### config.mk
export PLATFORM = sky130hd
export DESIGN_NAME = fsk_frame_modulator_top
export DESIGN_NICKNAME = d
export VERILOG_FILES = /design/src/design/fskm_pkg.sv /design/src/design/fskm_wave_rom.sv /design/src/design/fskm_frame_ctrl.sv /design/src/design/fsk_frame_modulator_top.sv
export SDC_FILE = /design/constraint.sdc
export NUM_CORES = 1
export LEC_CHECK = 0
export ABC_AREA = 1
export CAP_MARGIN = 20
export CORE_UTILIZATION = 40
export CTS_CLUSTER_SIZE = 40
export DETAILED_ROUTE_END_ITERATION = 10
export DONT_BUFFER_PORTS = 1
export SYNTH_ARGS = -nofsm -noshare
export SYNTH_HDL_FRONTEND = slang
export SYNTH_SLANG_ARGS = --single-unit
### constraint.sdc
create_clock -name clk -period 3.2 [get_ports clk]
set_input_delay 0.16 -clock clk [delete_from_list [all_inputs] [get_ports clk]]
set_output_delay 0.16 -clock clk [all_outputs]
set_load 0.05 [all_outputs]
### src/design/fskm_pkg.sv
// Shared constants, operation codes and the result flag bundle for the FSK frame modulator.
// No dependencies; used by every module of the block.
package fskm_pkg;

    // Default geometry
    localparam int SAMPLES_PER_BIT = 83;
    localparam int DAC_BITS        = 12;

    // Frame layout: start, eight data bits LSB first, odd parity, stop
    localparam int FRAME_BITS = 11;
    localparam int CHAR_W     = 8;
    localparam int BIT_POS_W  = 4;
    localparam int CODE_W     = 12;

    // Operation codes of an input beat
    typedef enum logic {
        OP_TICK = 1'b0,
        OP_LOAD = 1'b1
    } op_t;

    // Flags of one result beat, produced by the frame controller
    typedef struct packed {
        logic sample_valid;
        logic load_accepted;
        logic frame_done;
        logic busy_res;
    } res_flags_t;

endpackage

### src/design/fskm_wave_rom.sv
// Synchronous sine ROM: one period of the tone, WAVE_PERIOD entries, read data registered.
// Contents are built at elaboration from the Q30 series below. Depends on fskm_pkg.
module fskm_wave_rom #(
    parameter int SAMPLES_PER_BIT = fskm_pkg::SAMPLES_PER_BIT,
    parameter int DAC_BITS        = fskm_pkg::DAC_BITS,
    localparam int WAVE_PERIOD    = SAMPLES_PER_BIT - 1,
    localparam int IDX_W          = $clog2(WAVE_PERIOD)
) (
    input  logic                         clk,
    input  logic                         rd_en,
    input  logic [IDX_W-1:0]             rd_addr,
    output logic [fskm_pkg::CODE_W-1:0]  rd_data
);

    localparam logic [63:0] Q_ONE   = 64'd1 << 30;
    localparam logic [63:0] PI_Q32  = 64'd13493037705;
    localparam logic [63:0] M_Q     = 64'(WAVE_PERIOD);
    localparam logic [63:0] THETA_D = 64'(8 * WAVE_PERIOD);
    localparam logic [63:0] FULL    = (64'd1 << DAC_BITS) - 64'd1;

    typedef logic [fskm_pkg::CODE_W-1:0] wave_rom_t [WAVE_PERIOD];

    // One minus an already scaled term, clamped at zero
    function automatic logic [63:0] sat_one_minus(input logic [63:0] p);
        return (p >= Q_ONE) ? 64'd0 : (Q_ONE - p);
    endfunction

    function automatic logic [63:0] sin_q30(input logic [63:0] x);
        logic [63:0] x2;
        logic [63:0] t;
        x2 = (x * x) >> 30;
        t  = Q_ONE;
        t  = sat_one_minus(((x2 * t) >> 30) / 156);
        t  = sat_one_minus(((x2 * t) >> 30) / 110);
        t  = sat_one_minus(((x2 * t) >> 30) / 72);
        t  = sat_one_minus(((x2 * t) >> 30) / 42);
        t  = sat_one_minus(((x2 * t) >> 30) / 20);
        t  = sat_one_minus(((x2 * t) >> 30) / 6);
        return (x * t) >> 30;
    endfunction

    function automatic logic [63:0] cos_q30(input logic [63:0] x);
        logic [63:0] x2;
        logic [63:0] t;
        x2 = (x * x) >> 30;
        t  = Q_ONE;
        t  = sat_one_minus(((x2 * t) >> 30) / 132);
        t  = sat_one_minus(((x2 * t) >> 30) / 90);
        t  = sat_one_minus(((x2 * t) >> 30) / 56);
        t  = sat_one_minus(((x2 * t) >> 30) / 30);
        t  = sat_one_minus(((x2 * t) >> 30) / 12);
        t  = sat_one_minus(((x2 * t) >> 30) / 2);
        return t;
    endfunction

    // DAC code for phase step k of one period
    function automatic logic [fskm_pkg::CODE_W-1:0] wave_code(input logic [63:0] k);
        logic [63:0] q;
        logic [63:0] rem;
        logic [63:0] theta;
        logic [63:0] mag;
        logic [63:0] base;
        logic [63:0] code;
        q     = (64'd4 * k) / M_Q;
        rem   = 64'd4 * k - q * M_Q;
        theta = (PI_Q32 * rem + 64'd4 * M_Q) / THETA_D;
        mag   = q[0] ? cos_q30(theta) : sin_q30(theta);
        if (mag > Q_ONE)
        begin
            mag = Q_ONE;
        end
        base  = (q >= 64'd2) ? (Q_ONE - mag) : (Q_ONE + mag);
        code  = ((base * FULL) + Q_ONE) >> 31;
        return code[fskm_pkg::CODE_W-1:0];
    endfunction

    function automatic wave_rom_t build_rom();
        wave_rom_t rom;
        for (int i = 0; i < WAVE_PERIOD; i++)
        begin
            rom[i] = wave_code(64'(i));
        end
        return rom;
    endfunction

    localparam wave_rom_t WAVE_ROM = build_rom();

    // Registered read port
    always_ff @(posedge clk)
    begin
        if (rd_en)
        begin
            rd_data <= WAVE_ROM[rd_addr];
        end
    end

endmodule

### src/design/fskm_frame_ctrl.sv
// Frame controller: frame register, bit and sample counters, tone select and ROM addressing.
// Updates on every accepted beat. Depends on fskm_pkg.
module fskm_frame_ctrl #(
    parameter int SAMPLES_PER_BIT = fskm_pkg::SAMPLES_PER_BIT,
    localparam int WAVE_PERIOD    = SAMPLES_PER_BIT - 1,
    localparam int SP_W           = $clog2(SAMPLES_PER_BIT),
    localparam int IDX_W          = $clog2(WAVE_PERIOD)
) (
    input  logic                          clk,
    input  logic                          rst_n,
    input  logic                          accept,
    input  logic                          operation,
    input  logic [fskm_pkg::CHAR_W-1:0]   character,
    output logic [IDX_W-1:0]              wave_addr,
    output fskm_pkg::res_flags_t          flags
);

    localparam logic [SP_W-1:0]  SP_LAST  = SP_W'(WAVE_PERIOD);
    localparam logic [SP_W:0]    SP2_WRAP = (SP_W + 1)'(WAVE_PERIOD);
    localparam logic [fskm_pkg::BIT_POS_W-1:0] BIT_LAST =
        fskm_pkg::BIT_POS_W'(fskm_pkg::FRAME_BITS - 1);

    logic [fskm_pkg::FRAME_BITS-1:0] frame_bits_reg, frame_bits_next;
    logic [fskm_pkg::BIT_POS_W-1:0]  bit_pos_reg, bit_pos_next;
    logic [SP_W-1:0]                 sample_pos_reg, sample_pos_next;
    logic                            sending_reg, sending_next;
    logic                            pending_reg, pending_next;
    logic                            space_reg, space_next;

    logic                            is_load;
    logic                            at_bound;
    logic                            start;
    logic                            sending_now;
    logic                            pending_now;
    logic [fskm_pkg::BIT_POS_W-1:0]  bit_pos_now;
    logic [15:0]                     frame_ext;
    logic                            space_now;
    logic                            last_sample;
    logic [SP_W:0]                   sp_twice;
    logic [SP_W:0]                   space_idx;

    assign is_load = (operation == fskm_pkg::OP_LOAD);

    // Frame starts on a tick at a bit boundary
    assign at_bound    = (sample_pos_reg == '0);
    assign start       = !is_load && at_bound && !sending_reg && pending_reg;
    assign sending_now = sending_reg || start;
    assign pending_now = pending_reg && !start;
    assign bit_pos_now = start ? '0 : bit_pos_reg;

    // Bits past the stop bit read as mark
    assign frame_ext = {{(16 - fskm_pkg::FRAME_BITS){1'b1}}, frame_bits_reg};
    assign space_now = at_bound ? (sending_now && !frame_ext[bit_pos_now]) : space_reg;

    assign last_sample = (sample_pos_reg == SP_LAST);

    // Table address: one period per bit for mark, two for space
    assign sp_twice  = {sample_pos_reg, 1'b0};
    assign space_idx = (sp_twice >= SP2_WRAP) ? (sp_twice - SP2_WRAP) : sp_twice;

    always_comb
    begin
        if (last_sample)
        begin
            wave_addr = '0;
        end
        else if (space_now)
        begin
            wave_addr = space_idx[IDX_W-1:0];
        end
        else
        begin
            wave_addr = sample_pos_reg[IDX_W-1:0];
        end
    end

    // Next state and result flags
    always_comb
    begin
        frame_bits_next = frame_bits_reg;
        bit_pos_next    = bit_pos_reg;
        sample_pos_next = sample_pos_reg;
        sending_next    = sending_reg;
        pending_next    = pending_reg;
        space_next      = space_reg;
        flags           = '0;
        if (is_load)
        begin
            if (!pending_reg && !sending_reg)
            begin
                frame_bits_next     = {1'b1, ~^character, character, 1'b0};
                pending_next        = 1'b1;
                flags.load_accepted = 1'b1;
            end
            flags.busy_res = 1'b1;
        end
        else
        begin
            flags.sample_valid = 1'b1;
            pending_next       = pending_now;
            sending_next       = sending_now;
            bit_pos_next       = bit_pos_now;
            space_next         = space_now;
            sample_pos_next    = last_sample ? '0 : (sample_pos_reg + 1'b1);
            if (last_sample && sending_now)
            begin
                if (bit_pos_now >= BIT_LAST)
                begin
                    flags.frame_done = 1'b1;
                    sending_next     = 1'b0;
                    bit_pos_next     = '0;
                end
                else
                begin
                    bit_pos_next = bit_pos_now + 1'b1;
                end
            end
            flags.busy_res = pending_next || sending_next;
        end
    end

    // State registers
    always_ff @(posedge clk or negedge rst_n)
    begin
        if (!rst_n)
        begin
            frame_bits_reg <= '1;
            bit_pos_reg    <= '0;
            sample_pos_reg <= '0;
            sending_reg    <= 1'b0;
            pending_reg    <= 1'b0;
            space_reg      <= 1'b0;
        end
        else if (accept)
        begin
            frame_bits_reg <= frame_bits_next;
            bit_pos_reg    <= bit_pos_next;
            sample_pos_reg <= sample_pos_next;
            sending_reg    <= sending_next;
            pending_reg    <= pending_next;
            space_reg      <= space_next;
        end
    end

endmodule

### src/design/fsk_frame_modulator_top.sv
// Top level of the FSK frame modulator: handshake, output register, controller and sine ROM.
// Depends on fskm_pkg, fskm_frame_ctrl and fskm_wave_rom.
//
//  beat       | valid     | stall     | payload
//  -----------+-----------+-----------+------------------------------------------------
//  input      | in_valid  | in_stall  | operation, character
//  result     | out_valid | out_stall | sample_valid, dac_code, load_accepted,
//             |           |           | frame_done, busy_res
//
// One beat per cycle while no result is held; each result appears in the cycle after its
// input beat is accepted; the sine ROM's registered read doubles as the output register.
// rst_n clears counters and flags at once; the ROM needs no clearing.
// A held result (out_valid with out_stall) raises in_stall in the same cycle; no beat
// is lost or taken twice.
module fsk_frame_modulator_top #(
    parameter int SAMPLES_PER_BIT = fskm_pkg::SAMPLES_PER_BIT,
    parameter int DAC_BITS        = fskm_pkg::DAC_BITS
) (
    input  logic                         clk,
    input  logic                         rst_n,
    input  logic                         in_valid,
    output logic                         in_stall,
    input  logic                         operation,
    input  logic [fskm_pkg::CHAR_W-1:0]  character,
    output logic                         out_valid,
    input  logic                         out_stall,
    output logic                         sample_valid,
    output logic [fskm_pkg::CODE_W-1:0]  dac_code,
    output logic                         load_accepted,
    output logic                         frame_done,
    output logic                         busy_res
);

    localparam int IDX_W = $clog2(SAMPLES_PER_BIT - 1);

    logic                         accept;
    logic                         advance;
    logic [IDX_W-1:0]             wave_addr;
    logic [fskm_pkg::CODE_W-1:0]  wave_data;
    fskm_pkg::res_flags_t         flags;
    fskm_pkg::res_flags_t         flags_reg;
    logic                         out_valid_reg;

    // Handshake
    assign advance  = !out_valid_reg || !out_stall;
    assign in_stall = !advance;
    assign accept   = in_valid && advance;

    fskm_frame_ctrl #(
        .SAMPLES_PER_BIT (SAMPLES_PER_BIT)
    ) u_ctrl (
        .clk       (clk),
        .rst_n     (rst_n),
        .accept    (accept),
        .operation (operation),
        .character (character),
        .wave_addr (wave_addr),
        .flags     (flags)
    );

    fskm_wave_rom #(
        .SAMPLES_PER_BIT (SAMPLES_PER_BIT),
        .DAC_BITS        (DAC_BITS)
    ) u_rom (
        .clk     (clk),
        .rd_en   (accept),
        .rd_addr (wave_addr),
        .rd_data (wave_data)
    );

    // Output register alongside the ROM read data
    always_ff @(posedge clk or negedge rst_n)
    begin
        if (!rst_n)
        begin
            out_valid_reg <= 1'b0;
            flags_reg     <= '0;
        end
        else if (advance)
        begin
            out_valid_reg <= in_valid;
            if (in_valid)
            begin
                flags_reg <= flags;
            end
        end
    end

    assign out_valid     = out_valid_reg;
    assign sample_valid  = flags_reg.sample_valid;
    assign dac_code      = flags_reg.sample_valid ? wave_data : '0;
    assign load_accepted = flags_reg.load_accepted;
    assign frame_done    = flags_reg.frame_done;
    assign busy_res      = flags_reg.busy_res;

endmodule

# Word level (Yosys, flattened, before mapping)
# Memory sizes are Yosys's and may differ from the RTL's. A register that Yosys moved wholly into a read port is not among the register bits.
# Index checks and enable logic that the tools add are counted.
op_classes:
  addsub: 3
  magnitude_cmp: 3
  eq_ne: 2
  n_mux: 23
  n_bitwise: 2
  n_reduce_logical: 25
ops:
  columns: ["op", "n"]
  rows:
  - ["7-bit two-way mux", 4]
  - ["1-bit two-way mux", 14]
  - ["12-bit two-way mux", 1]
  - ["4-bit two-way mux", 3]
  - ["8-bit by 7-bit >= comparator with 1-bit output (second input constant)", 1]
  - ["1-bit logical AND", 8]
  - ["1-bit zero test", 8]
  - ["7-bit NOT with 8-bit output", 1]
  - ["8-bit XNOR reduction", 1]
  - ["7-bit by 1-bit adder with 7-bit output (second input constant)", 1]
  - ["7-bit == test (second input constant)", 1]
  - ["7-bit zero test", 1]
  - ["7-bit subtractor (second input constant)", 1]
  - ["2-bit AND reduction", 3]
  - ["4-bit by 5-bit < comparator with 1-bit output (second input constant)", 1]
  - ["4-bit by 1-bit adder with 4-bit output (second input constant)", 1]
  - ["1-bit binary-select mux with 4-bit select", 1]
  - ["4-bit >= comparator (second input constant)", 1]
  - ["1-bit logical OR", 3]
  - ["3-bit AND reduction", 1]
  - ["2-bit by 1-bit != test with 1-bit output (second input constant)", 1]
  - ["1-bit NOT", 1]
word_totals:
  reg_bits: 29
  romBits: 1536
  input_bits: 13
  out_inout_bits: 18
  mem_count: 1
mem_list:
  columns: ["memory", "words", "width", "rd", "rd_ports_with_merged_regs", "wr", "line_no", "text"]
  rows:
  - ["(no name shown)", 128, 12, 1, 1, 0, "fskm_wave_rom.sv:93", "rd_data <= WAVE_ROM[rd_addr];"]

# Depth between registers and ports, before layout
# Gate-level depths: netlist of run 1.
logic_depth:
  word_depth: 13
  mapped_depth: 27
  mapped_depth_nobuf: 27

# Cells and area by module
# Synthesis of run 1 repeated with hierarchy kept, for this count alone.
hier_totals:
  hier_cells: 598
  hier_area_um2: 3839.9
by_module_without_submodules:
  columns: ["mod", "n_inst", "cells_per_inst", "area_each_um2", "seq_area_each_um2"]
  rows:
  - ["fskm_wave_rom", 1, 311, 1795.5, 360.3]
  - ["fskm_frame_ctrl", 1, 240, 1739.2, 613.1]
  - ["fsk_frame_modulator_top", 1, 47, 305.3, 125.1]

# Least setup slack after synthesis of run 1
# No wires, ideal clock.
synth_timing:
  path_kind: "flip-flop to flip-flop"
  from: "register u_ctrl.sample_pos_reg[0]"
  to: "register u_rom.rd_data[2] (netlist bit) (data pin)"
  setup_ns: 0.252
  arrival_ns: 3.147
  required_ns: 2.948
  path_slack_ns: -0.199
  path_stages_with_launch: 22
  n_path_buf: 0
  cell_sequence: "dfrtp_1 > inv_1 > ha_1 > nand2_2 > nor2_4 > nand4_4 > nand2_4 > inv_2 > nor2_1 > nor2_1 > nor2_1 > nand2_1 > nand2_4 > nand4_1 > ha_1 > nand4_1 > nand3_1 > nand3_1 > nand2_1 > nand2_1 > nor2_1 > nor2_1"
synth_via:
  elab_chain_cells: 13
  elab_cells_between_ends: 18
  cone_classes: "add/sub (1); order compare (1); eq/ne (1); mux (7); bitwise (1); reduce/logical (7)"
synth_rtl:
  columns: ["element", "line_no", "text"]
  rows:
  - ["start: declaration", "fskm_frame_ctrl.sv:25", "logic [SP_W-1:0] sample_pos_reg, sample_pos_next;"]
  - ["start signal: assignment", "fskm_frame_ctrl.sv:138", "sample_pos_reg <= sample_pos_next;"]
  - ["7-bit zero test", "fskm_frame_ctrl.sv:45", "assign at_bound = (sample_pos_reg == '0);"]
  - ["1-bit logical AND (3 in a row)", "fskm_frame_ctrl.sv:46", "assign start = !is_load && at_bound && !sending_reg && pending_reg;"]
  - ["4-bit two-way mux", "fskm_frame_ctrl.sv:49", "assign bit_pos_now = start ? '0 : bit_pos_reg;"]
  - ["1-bit binary-select mux with 4-bit select", "fskm_frame_ctrl.sv:53", "assign space_now = at_bound ? (sending_now && !frame_ext[bit_pos_now]) : space_reg;"]
  - ["1-bit two-way mux (implied by the code)", "fskm_frame_ctrl.sv:53", null]
  - ["1-bit zero test", "fskm_frame_ctrl.sv:53", null]
  - ["1-bit logical AND", "fskm_frame_ctrl.sv:53", null]
  - ["1-bit two-way mux", "fskm_frame_ctrl.sv:53", null]
  - ["7-bit two-way mux", "fskm_frame_ctrl.sv:67", "else if (space_now)"]
  - ["7-bit two-way mux *", "fskm_frame_ctrl.sv:63", "if (last_sample)"]
  - ["7-bit NOT with 8-bit output (implied by the code) *", "fskm_wave_rom.sv:93", null]
  - ["end: declaration", "fskm_wave_rom.sv:12", "output logic [fskm_pkg::CODE_W-1:0] rd_data"]
# Every way passes the cells marked *; elsewhere a longest branch is shown, timed or not. The select of a mux whose other input is x is not followed.
# A chain may end at the register's enable or synchronous reset.

# Worst setup path in the final report of run 1
layout_timing:
  from: "register u_ctrl.sample_pos_reg[1]"
  to: "register u_rom.rd_data[1] (netlist bit) (data pin)"
# Same word-level chain as after synthesis.

==> results of run 1 <==
## worst reg2reg max path, cell delays in order (launching register included)
cell	delay, ps
dfrtp_1	410
inv_2	80
ha_4	130
nand2_4	40
nor2_4	160
nand4_4	160
nand2_4	130
inv_4	40
nor2_2	80
nor2_1	60
nor2_1	100
nand2_1	100
nand2_4	120
nand4_1	140
buf_4	190
buf_4	160
ha_1	210
inv_1	80
nand2_1	130
nand3_1	130
nand3_1	110
a21oi_2	190
nand2_1	80
nand2_1	70
## per-layer routing
metal / vias up / share of wire, % / GRT usage [%]
li1: 2082 / - / -
met1: 1945 / 44 / 33.7
met2: 232 / 44 / 37.3
met3: 37 / 8.3 / 2.84
met4: 0 / 3.0 / 10.3
met5: - / 0 / 0
## Yosys cell counts (7+ instances only)
library cell / instances
nand2_2: 10
nor2_1: 42
nand2_1: 190
nand4_1: 11
nand3_1: 84
dfstp_2: 10
buf_6: 7
inv_1: 63
buf_2: 8
edfxtp_1: 12
ha_1: 17
a21oi_1: 21
xor2_1: 9
dfrtp_1: 19
o21ai_0: 21
## cells by family (layout without fill, tap and decap cells)
family                   Yosys count  count (layout)  share of synthesized area [%]
AO/OA/AOI/OAI                     65              65                           9.73
XOR/XNOR                          14              14                           3.13
adder cells (fa/ha/maj)           17              17                           5.42
buffers and inverters             91             171                           10.5
flip-flops                        41              41                           28.0
multiplexers                       1               1                          0.287
AND/OR/NAND/NOR                  360             362                           42.9
## repair_timing
item,in CTS,in global routing
setup buffers,2,22
gates resized for setup,1,80
pin swaps,2,47
cloned,1,1
hold buffers,12,0
endpoints found under the hold margin,38,0
endpoints found under the setup margin,7,12
## placed cells by master, fill, tap and decap left out, types with 4 or more instances in the layout
cell type | netlist | layout
o21ai_0 | 21 | 20
buf_12 | 0 | 4
nand2_1 | 190 | 175
nand2_4 | 3 | 8
nand3_2 | 1 | 15
xnor2_1 | 5 | 5
dfrtp_1 | 19 | 19
buf_6 | 7 | 7
inv_1 | 63 | 55
clkbuf_8 | 0 | 5
nand2_2 | 10 | 19
a31oi_1 | 4 | 4
a21oi_1 | 21 | 19
buf_4 | 2 | 70
inv_4 | 0 | 5
edfxtp_1 | 12 | 12
ha_1 | 17 | 10
nor2_1 | 42 | 37
nor3_1 | 4 | 4
nor2_4 | 4 | 6
nand3_1 | 84 | 69
nor2_2 | 3 | 6
dfstp_2 | 10 | 10
dlygate4sd3_1 | 0 | 11
nand3_4 | 3 | 5
ha_4 | 0 | 6
inv_2 | 5 | 9
xor2_1 | 9 | 8
nand4_1 | 11 | 11
## power groups by stage
stage	Clock [W]	Sequential [W]	Combinational, W
2_1_floorplan	0	0.000844	0.00289
6_report	0.000368	0.000843	0.00515
4_1_cts	0.000380	0.000843	0.00419
3_3_place_gp	0	0.000851	0.00417
5_1_grt	0.000398	0.000862	0.00557
3_5_place_dp	0	0.000851	0.00413
## layout make-up
type	count	share of cell area [%]
multi-input cells	459	52.8
flip-flops and latches	41	21.3
repair buffers	93	15.7
inverters	70	5.31
well taps	129	3.13
clock buffers	5	1.33
clock inverters	3	0.461
## how the worst max path moves through the flow
stage                                         from               end  slack (ps)
final                     u_ctrl.sample_pos_reg[1]  u_rom.rd_data[1]         -60
after global routing      u_ctrl.sample_pos_reg[0]  u_rom.rd_data[5]        -260
after CTS                 u_ctrl.sample_pos_reg[1]  u_rom.rd_data[4]           1
after detailed placement  u_ctrl.sample_pos_reg[1]  u_rom.rd_data[2]         -30
after global placement    u_ctrl.sample_pos_reg[1]  u_rom.rd_data[1]         -20
after floorplan           u_ctrl.sample_pos_reg[0]  u_rom.rd_data[2]         -60
## per-stage QoR
step	hold slack [ps]	worst slack, ps	utilization, %
finish	152	-56.8	55.0
detailed placement	-135	-30.2	47.0
global placement	-135	-19.4	47.0
global route	150	-260	55.0
floorplan	-136	-61.5	-
CTS	139	1.18	49.7
==> results_dict.tcl, run 1 <==
set metrics [dict create \
    multi_input_area_um2 2720 \
    wl_mm 12.7 \
    grt_pass1_vias 3921 \
    fillers 889 \
    synth_fp_nets 619 \
    ir_drop_v 0.000537 \
    synth_top_area_cell "nand2_1" \
    seq_area_um2 1100 \
    routedWlPerCell_um 15.8 \
    io_pins 31 \
    violations "setup timing" \
    numPortBuffers 0 \
    hold_path_end "u_ctrl.pending_reg" \
    path_depth 23 \
    critical_path.max_fanout 5 \
    ys_seq_area_share_pct 28.0 \
    regToRegEndpoint "u_rom.rd_data[1]" \
    dieHeight_um 101 \
    finalPower_w 0.00636 \
    dieWidth_um 101 \
    maxSlewHeadroom_pct 45.2 \
    p_int_w 0.00288 \
    crit_type "reg2reg" \
    ys_seq_elements 41 \
    setup_violations 4 \
    fin_tns_setup_ps -110 \
    final_cells 800 \
    synth_area_leaders "nand2_1, dfrtp_1, nand3_1, edfxtp_1, dfstp_2" \
    cp_data_arrival_time_ps 3420 \
    hp-class "in2reg" \
    r2r_setup_slack_ps -60 \
    synth-edff-count 12 \
    drtIter0Drc 446 \
    p_clk_share_pct 5.8 \
    cts_tree "yes" \
    stdcell_area_um2 5160 \
    die-area_um2 10200 \
    clkTransAtPathRegs_ps 100 \
    endpoint_kind "register" \
    start_kind "register" \
    dp.cells 754 \
    critical-path-top-delay-family "simple AND/OR/NAND/NOR gates" \
    report.final.hold_viol_count 0 \
    ctsLongestPathBuffers 2 \
    drc 0 \
    rsz0062_at_grt "true" \
    crit_path_max_incr_delay_ps 410 \
    placed_area_um2 4400 \
    p_per_area_nw_per_um2 1230 \
    worstPathCellList "inv_2 > ha_4 > nand2_4 > nor2_4 > nand4_4 > nand2_4 > inv_4 > nor2_2 > nor2_1 > nor2_1 > nand2_1 > nand2_4 > nand4_1 > buf_4 > buf_4 > ha_1 > inv_1 > nand2_1 > nand3_1 > nand3_1 > a21oi_2 > nand2_1 > nand2_1" \
    placementRows 35 \
    synth_cells 589 \
    cts-root-buf "clkbuf_8" \
    initial_core_util_pct 41.9 \
    switching_share_pct 54.7 \
    worst_slack_ps -56.8 \
    drive_gt1_share_pct 29.2 \
    fin_nets 700 \
    min_path_cells 2 \
    num_vias 4296 \
    grt_antenna_before_repair 0 \
    maxSlewViolCount 0 \
    combPwrFrac_pct 81.0 \
    worst_pin_slew_ps 821 \
    core_area_um2 9370 \
    grt.overflow.total 0 \
    async_flop_share_pct 70.7 \
    grt_pass1_wl_mm 19.3 \
    track_usage_pct 24.1 \
    finClkSkew_ps 16.7 \
    dp_hpwl_mm 8.49 \
    crit_buf_inv 5 \
    seqPwrFrac_pct 13.3 \
    insertion_delay_ps 310 \
    hold_start "operation" \
    largest_reg_flops 12 \
    synth_top_area_share_pct 18.2 \
    rr_startpoint "u_ctrl.sample_pos_reg[1]" \
    worstPathRequired_ps 3370 \
    max_clock_freq_mhz 307 \
    avgSynthCellArea_um2 6.66 \
    clock_sinks 41 \
    cpMostUsedCell "nand2_1" \
    p_leak_nw 2.59 \
    drt.antenna.violating_nets 0 \
    switchingPower_w 0.00348 \
    grt_max_degree 32 \
    final.min_clock_period_ps 3260 \
    cts_buffers 5 \
    diodes 0 \
    viasPerCell 5.37 \
    area_growth_syn_to_layout_pct 31.5 \
    syn_area_um2 3920 \
    drv_cap 0 \
    worst_r2r_path_depth 23 \
    synth_ff_type "dfrtp_1" \
    fin_crit_sh_pct 102 \
    critPathSlowestCell "dfrtp_1" \
    yosysWarnings 0 \
    status "finished with violations" \
    htree_levels 2 \
    first_pass_iters 5 \
    gp_congestion 0.973 \
    ys_types 46 \
]
No activity file was read; power rests on OpenSTA's default activity.
==> inputs of run 2 (changes only) <==
- ABC_AREA: 1 -> unset
==> results_dict.tcl, run 2 <==
set metrics [dict create \
    status "finished with violations" \
    violations "setup timing" \
    hold_path_end "u_ctrl.frame_bits_reg[1]" \
    drive_gt1_share_pct 45.5 \
    largest_reg_flops 12 \
    setup_violations 11 \
    final.min_clock_period_ps 3500 \
    area_growth_syn_to_layout_pct 49.0 \
    io_pins 31 \
    gp_congestion 0.938 \
    synth_ff_type "dfrtp_1" \
    viasPerCell 6.18 \
    worst_r2r_path_depth 16 \
    worst_pin_slew_ps 710 \
    fin_nets 689 \
    max_clock_freq_mhz 286 \
    synth_top_area_cell "dfrtp_1" \
    clock_sinks 41 \
    drt.antenna.violating_nets 0 \
    synth_top_area_share_pct 11.4 \
    final_cells 793 \
    async_flop_share_pct 70.7 \
    clkTransAtPathRegs_ps 100 \
    cts_buffers 5 \
    insertion_delay_ps 300 \
    cts_tree "yes" \
    dieWidth_um 104 \
    layout_commonest_cell "buf_4" \
    hold_start "character[0]" \
    dieHeight_um 104 \
    regToRegEndpoint "u_rom.rd_data[5]" \
    initial_core_util_pct 42.0 \
    synth_compound_area_share_pct 35.7 \
    placed_area_um2 5490 \
    synth_fp_nets 534 \
    endpoint_kind "register" \
    rsz0062_at_grt "true" \
    worstPathCellList "inv_8 > ha_4 > nor3b_4 > a32oi_2 > a41oi_2 > buf_4 > o2bb2ai_4 > a31oi_4 > o21ai_4 > buf_6 > buf_4 > ha_4 > buf_4 > o21ai_0 > a221oi_2 > a221o_1" \
    num_vias 4899 \
    cp_data_arrival_time_ps 3530 \
    drc 0 \
    critical-path-top-delay-family "compound AO/OA/AOI/OAI gates" \
    critical_path.max_fanout 7 \
    placementRows 36 \
    drtIter0Drc 529 \
    dp_hpwl_mm 12.6 \
    first_pass_iters 5 \
    htree_levels 2 \
    grt_pass1_wl_mm 26.3 \
    yosysWarnings 0 \
    maxSlewHeadroom_pct 52.7 \
    numPortBuffers 0 \
    diodes 0 \
    worst_slack_ps -297 \
    synth_top_family_by_area "compound AO/OA/AOI/OAI gates" \
    crit_path_max_incr_delay_ps 470 \
    synth_fa_ha_area_share_pct 5.12 \
    synth_area_leaders "dfrtp_1, edfxtp_1, dfstp_2, ha_1, a21oi_1" \
    worstPathRequired_ps 3240 \
    syn_area_um2 4160 \
    dp.cells 761 \
    cts-root-buf "clkbuf_8" \
    avgSynthCellArea_um2 8.25 \
    holdWs_ps 10.3 \
    ys_seq_elements 41 \
    finClkSkew_ps 12.8 \
    synthMuxAreaShare_pct 5.15 \
    maxSlewViolCount 0 \
    final_cell_mix "buf_4, nand2_1, nor2_1, o21ai_0, a21oi_1" \
    track_usage_pct 30.8 \
    start_kind "register" \
    min_path_cells 1 \
    synth_most_common_cell "nand2_1" \
    grt_pass1_vias 4765 \
    synth-edff-count 12 \
    critPathSlowestCell "dfrtp_2" \
    r2r_setup_slack_ps -300 \
    yosys.area_share.xor_xnor_pct 2.11 \
    ys_types 84 \
    cpMostUsedCell "buf_4" \
    hp-class "in2reg" \
    grt.overflow.total 0 \
    wl_mm 16.6 \
    synth_cells 504 \
    netlist_top_cells_count "nand2_1, nor2_1, a21oi_1, o21ai_0, dfrtp_1" \
    grt_antenna_before_repair 0 \
    core_area_um2 9910 \
    fin_crit_sh_pct 109 \
    stdcell_area_um2 6190 \
    routedWlPerCell_um 21.0 \
    report.final.hold_viol_count 0 \
    ys_seq_area_share_pct 26.4 \
    crit_buf_inv 5 \
    yosys.area_share.simple_pct 18.9 \
    drv_cap 0 \
    ctsLongestPathBuffers 2 \
    grt_max_degree 30 \
    crit_type "reg2reg" \
    rr_startpoint "u_ctrl.sample_pos_reg[0]" \
    die-area_um2 10800 \
]
## run 2: changes by cell type after synthesis, moves of 9 or more
cell      previous run  this run
inv_1               63        17
clkbuf_1             4        13
nand2_2             10         1
nand2_1            190        48
o211ai_1             1        11
o21ai_0             21        37
nand4_1             11         2
nand3_1             84        11
and2_1               0        14
xor2_1               9         0
a21oi_1             21        37
mux2_2               1        10
mux2i_1              0         9
## run 2: per-stage QoR
step / utilization [%] / setup TNS [ps] / setup WS (ps)
after floorplan: - / -3130 / -396
after global placement: 55.4 / -2440 / -307
after detailed placement: 55.4 / -3530 / -424
after CTS: 59.8 / -2100 / -248
after global routing: 62.5 / -3840 / -405
final: 62.5 / -2550 / -297
## run 2: repair_timing
| item | CTS | global route |
|---|---|---|
| gates resized for setup | 53 | 37 |
| buffers inserted | 8 | 9 |
| setup endpoints to repair | 11 | 12 |
| pin swaps | 17 | 14 |
| gates cloned | 0 | 0 |
| hold buffers | 4 | 3 |
| hold endpoints to repair | 31 | 3 |
## run 2: layer usage
layer | up-vias | wire (µm) | part of all wire [%] | track usage, %
li1 | 2231 | - | - | -
met1 | 2351 | 7330 | 44 | 43.8
met2 | 286 | 7550 | 45 | 49.1
met3 | 31 | 1470 | 8.8 | 3.95
met4 | 0 | 293 | 1.8 | 8.27
met5 | - | 0 | 0 | 0
## run 2: area by class of cell
type	instances	area (µm²)
sequential	41	1100
inverter	19	93.8
timing repair buffer	186	1530
multi-input combinational	406	3210
tap	133	166
clock buffer	5	68.8
fill	839	3710
clock inverter	3	25.0
## run 2: kinds of logic after synthesis
| logic type | after synthesis |
|---|---|
| xor gates and xnor gates | 10 |
| and+or+nand+nor | 155 |
| muxes | 20 |
| AOI/OAI and AO/OA | 204 |
| adders and majority gates | 17 |
| DFF | 41 |
| buffers and inverters | 57 |
## run 2: how the worst max path moves through the flow
stage,from,endpoint,slack [ps],cells after the start
2_1_floorplan,u_ctrl.sample_pos_reg[0],u_rom.rd_data[3],-400,17
3_5_place_dp,u_ctrl.sample_pos_reg[0],u_rom.rd_data[8],-420,14
5_1_grt,u_ctrl.sample_pos_reg[0],u_rom.rd_data[7],-410,17
3_3_place_gp,u_ctrl.sample_pos_reg[0],u_rom.rd_data[6],-310,14
6_report,u_ctrl.sample_pos_reg[0],u_rom.rd_data[5],-300,16
4_1_cts,u_ctrl.sample_pos_reg[0],u_rom.rd_data[7],-250,16
Power of run 2 is left out: the tool's default activity adds up to more than one toggle a clock period on the data nets, which glitch-free logic cannot reach.
==> inputs of run 3 (changes only) <==
- clock period: 3.2 -> 3.15 ns (I/O delays scaled with it)
==> results_dict.tcl, run 3 (synthesis results as in run 2) <==
set metrics [dict create \
    dieWidth_um 104 \
    first_pass_iters 6 \
    worst_pin_slew_ps 735 \
    hold_start "character[4]" \
    area_growth_syn_to_layout_pct 53.3 \
    r2r_setup_slack_ps -400 \
    dieHeight_um 104 \
    startpoint "u_ctrl.sample_pos_reg[0]" \
    grt_max_degree 30 \
    finClkSkew_ps 11.8 \
    maxSlewHeadroom_pct 51.0 \
    worstPathCellList "buf_4 > ha_1 > or3_4 > o22ai_4 > mux2i_2 > nand2_1 > or3_4 > o21ai_4 > inv_4 > bufbuf_16 > a211oi_2 > o21ai_1 > a21oi_2 > nor3_2" \
    insertion_delay_ps 300 \
    core_area_um2 9910 \
    dp_hpwl_mm 12.7 \
    rr_startpoint "u_ctrl.sample_pos_reg[0]" \
    grt_use_met1_pct 45.2 \
    violations "setup timing" \
    grt.overflow.total 0 \
    grt_pass1_vias 4738 \
    layout_commonest_cell "buf_4" \
    final.min_clock_period_ps 3550 \
    status "finished with violations" \
    grt_pass1_wl_mm 26.3 \
    ctsLongestPathBuffers 2 \
    viasPerCell 6.17 \
    clkTransAtPathRegs_ps 90 \
    worstPathRequired_ps 3190 \
    fillers 795 \
    num_vias 4976 \
    io_pins 31 \
    drive_gt1_share_pct 47.8 \
    max_clock_freq_mhz 281 \
    final_cell_mix "buf_4, nand2_1, nor2_1, a21oi_1, o21ai_0" \
    fin_tns_setup_ps -3800 \
    cp_data_arrival_time_ps 3590 \
    cts_buffers 5 \
    busiest_layer "met2" \
    clock_sinks 41 \
    cpMostUsedCell "or3_4" \
    cts_tree "yes" \
    die-area_um2 10800 \
    numPortBuffers 0 \
    use_met2_pct 46.7 \
    critPathSlowestCell "dfrtp_2" \
    start_kind "register" \
    fin_crit_sh_pct 113 \
    endpoint_kind "register" \
    setup_violations 11 \
    seq_area_um2 1100 \
    largest_reg_flops 12 \
    rsz0062_at_grt "true" \
    use_met3_pct 4.76 \
    maxSlewViolCount 0 \
    placementRows 36 \
    gp_congestion 0.938 \
    worst_slack_ps -403 \
    critical_path.max_fanout 7 \
    htree_levels 2 \
    track_usage_pct 31.1 \
    crit_type "reg2reg" \
    drt.antenna.violating_nets 0 \
    report.final.hold_viol_count 0 \
    cts-root-buf "clkbuf_8" \
    diodes 0 \
    routedWlPerCell_um 21.6 \
    drc 0 \
    wl_mm 17.4 \
    crit_path_max_incr_delay_ps 460 \
    drv_cap 0 \
    grt_antenna_before_repair 0 \
    hp-class "in2reg" \
    drtIter0Drc 611 \
    fin_util_pct 64.3 \
    initial_core_util_pct 42.0 \
    fin_nets 702 \
    multi_input_area_um2 3260 \
]
-- run 3: final timing paths --
check,end,cells past startpoint
min in group asynchronous,frame_done,2
max,u_rom.rd_data[1],14
min,u_ctrl.frame_bits_reg[5],1
min reg2reg,u_ctrl.bit_pos_reg[3],1
max in group asynchronous,u_ctrl.frame_bits_reg[8],2
max reg2reg,u_rom.rd_data[1],14
-- run 3: layout make-up --
| cell class | instances | share of cell area, % |
|---|---|---|
| clock buffer | 5 | 1.08 |
| tap | 133 | 2.61 |
| sequential | 41 | 17.3 |
| timing repair buffer | 199 | 26.2 |
| multi-input combinational | 406 | 51.2 |
| clock inverter | 3 | 0.255 |
| inverter | 19 | 1.39 |
-- run 3: metal layers --
| layer | vias up | wire length [µm] |
|---|---|---|
| li1 | 2258 | - |
| met1 | 2377 | 7750 |
| met2 | 303 | 7630 |
| met3 | 38 | 1610 |
| met4 | 0 | 425 |
| met5 | - | 0 |
-- run 3: what timing repair did --
| item | in CTS | in global routing |
|---|---|---|
| buffers inserted | 11 | 16 |
| cloned | 2 | 0 |
| hold buffers | 3 | 1 |
| setup endpoints to repair | 12 | 12 |
| gates resized for setup | 46 | 50 |
| pin swaps | 20 | 29 |
| endpoints found under the hold margin | 30 | 1 |
-- run 3: critical path: cells and delay by family, from the launching register on --
kind            cells  cell delay, ps
simple gates        4             900
buf+inv             3             560
flops               1             460
mux                 1             260
compound gates      5             920
fa+ha+maj           1             190
-- run 3: stage by stage --
stage	setup WS [ps]	cells	hold WS, ps	area [µm²]
finish	-403	806	9.07	6370
global route	-512	806	0.0517	6370
CTS	-326	789	4.53	6000
detailed placement	-540	765	-137	5520
global placement	-466	765	-138	5520
floorplan	-446	504	-138	4320
Power of run 3 is left out for the same reason.
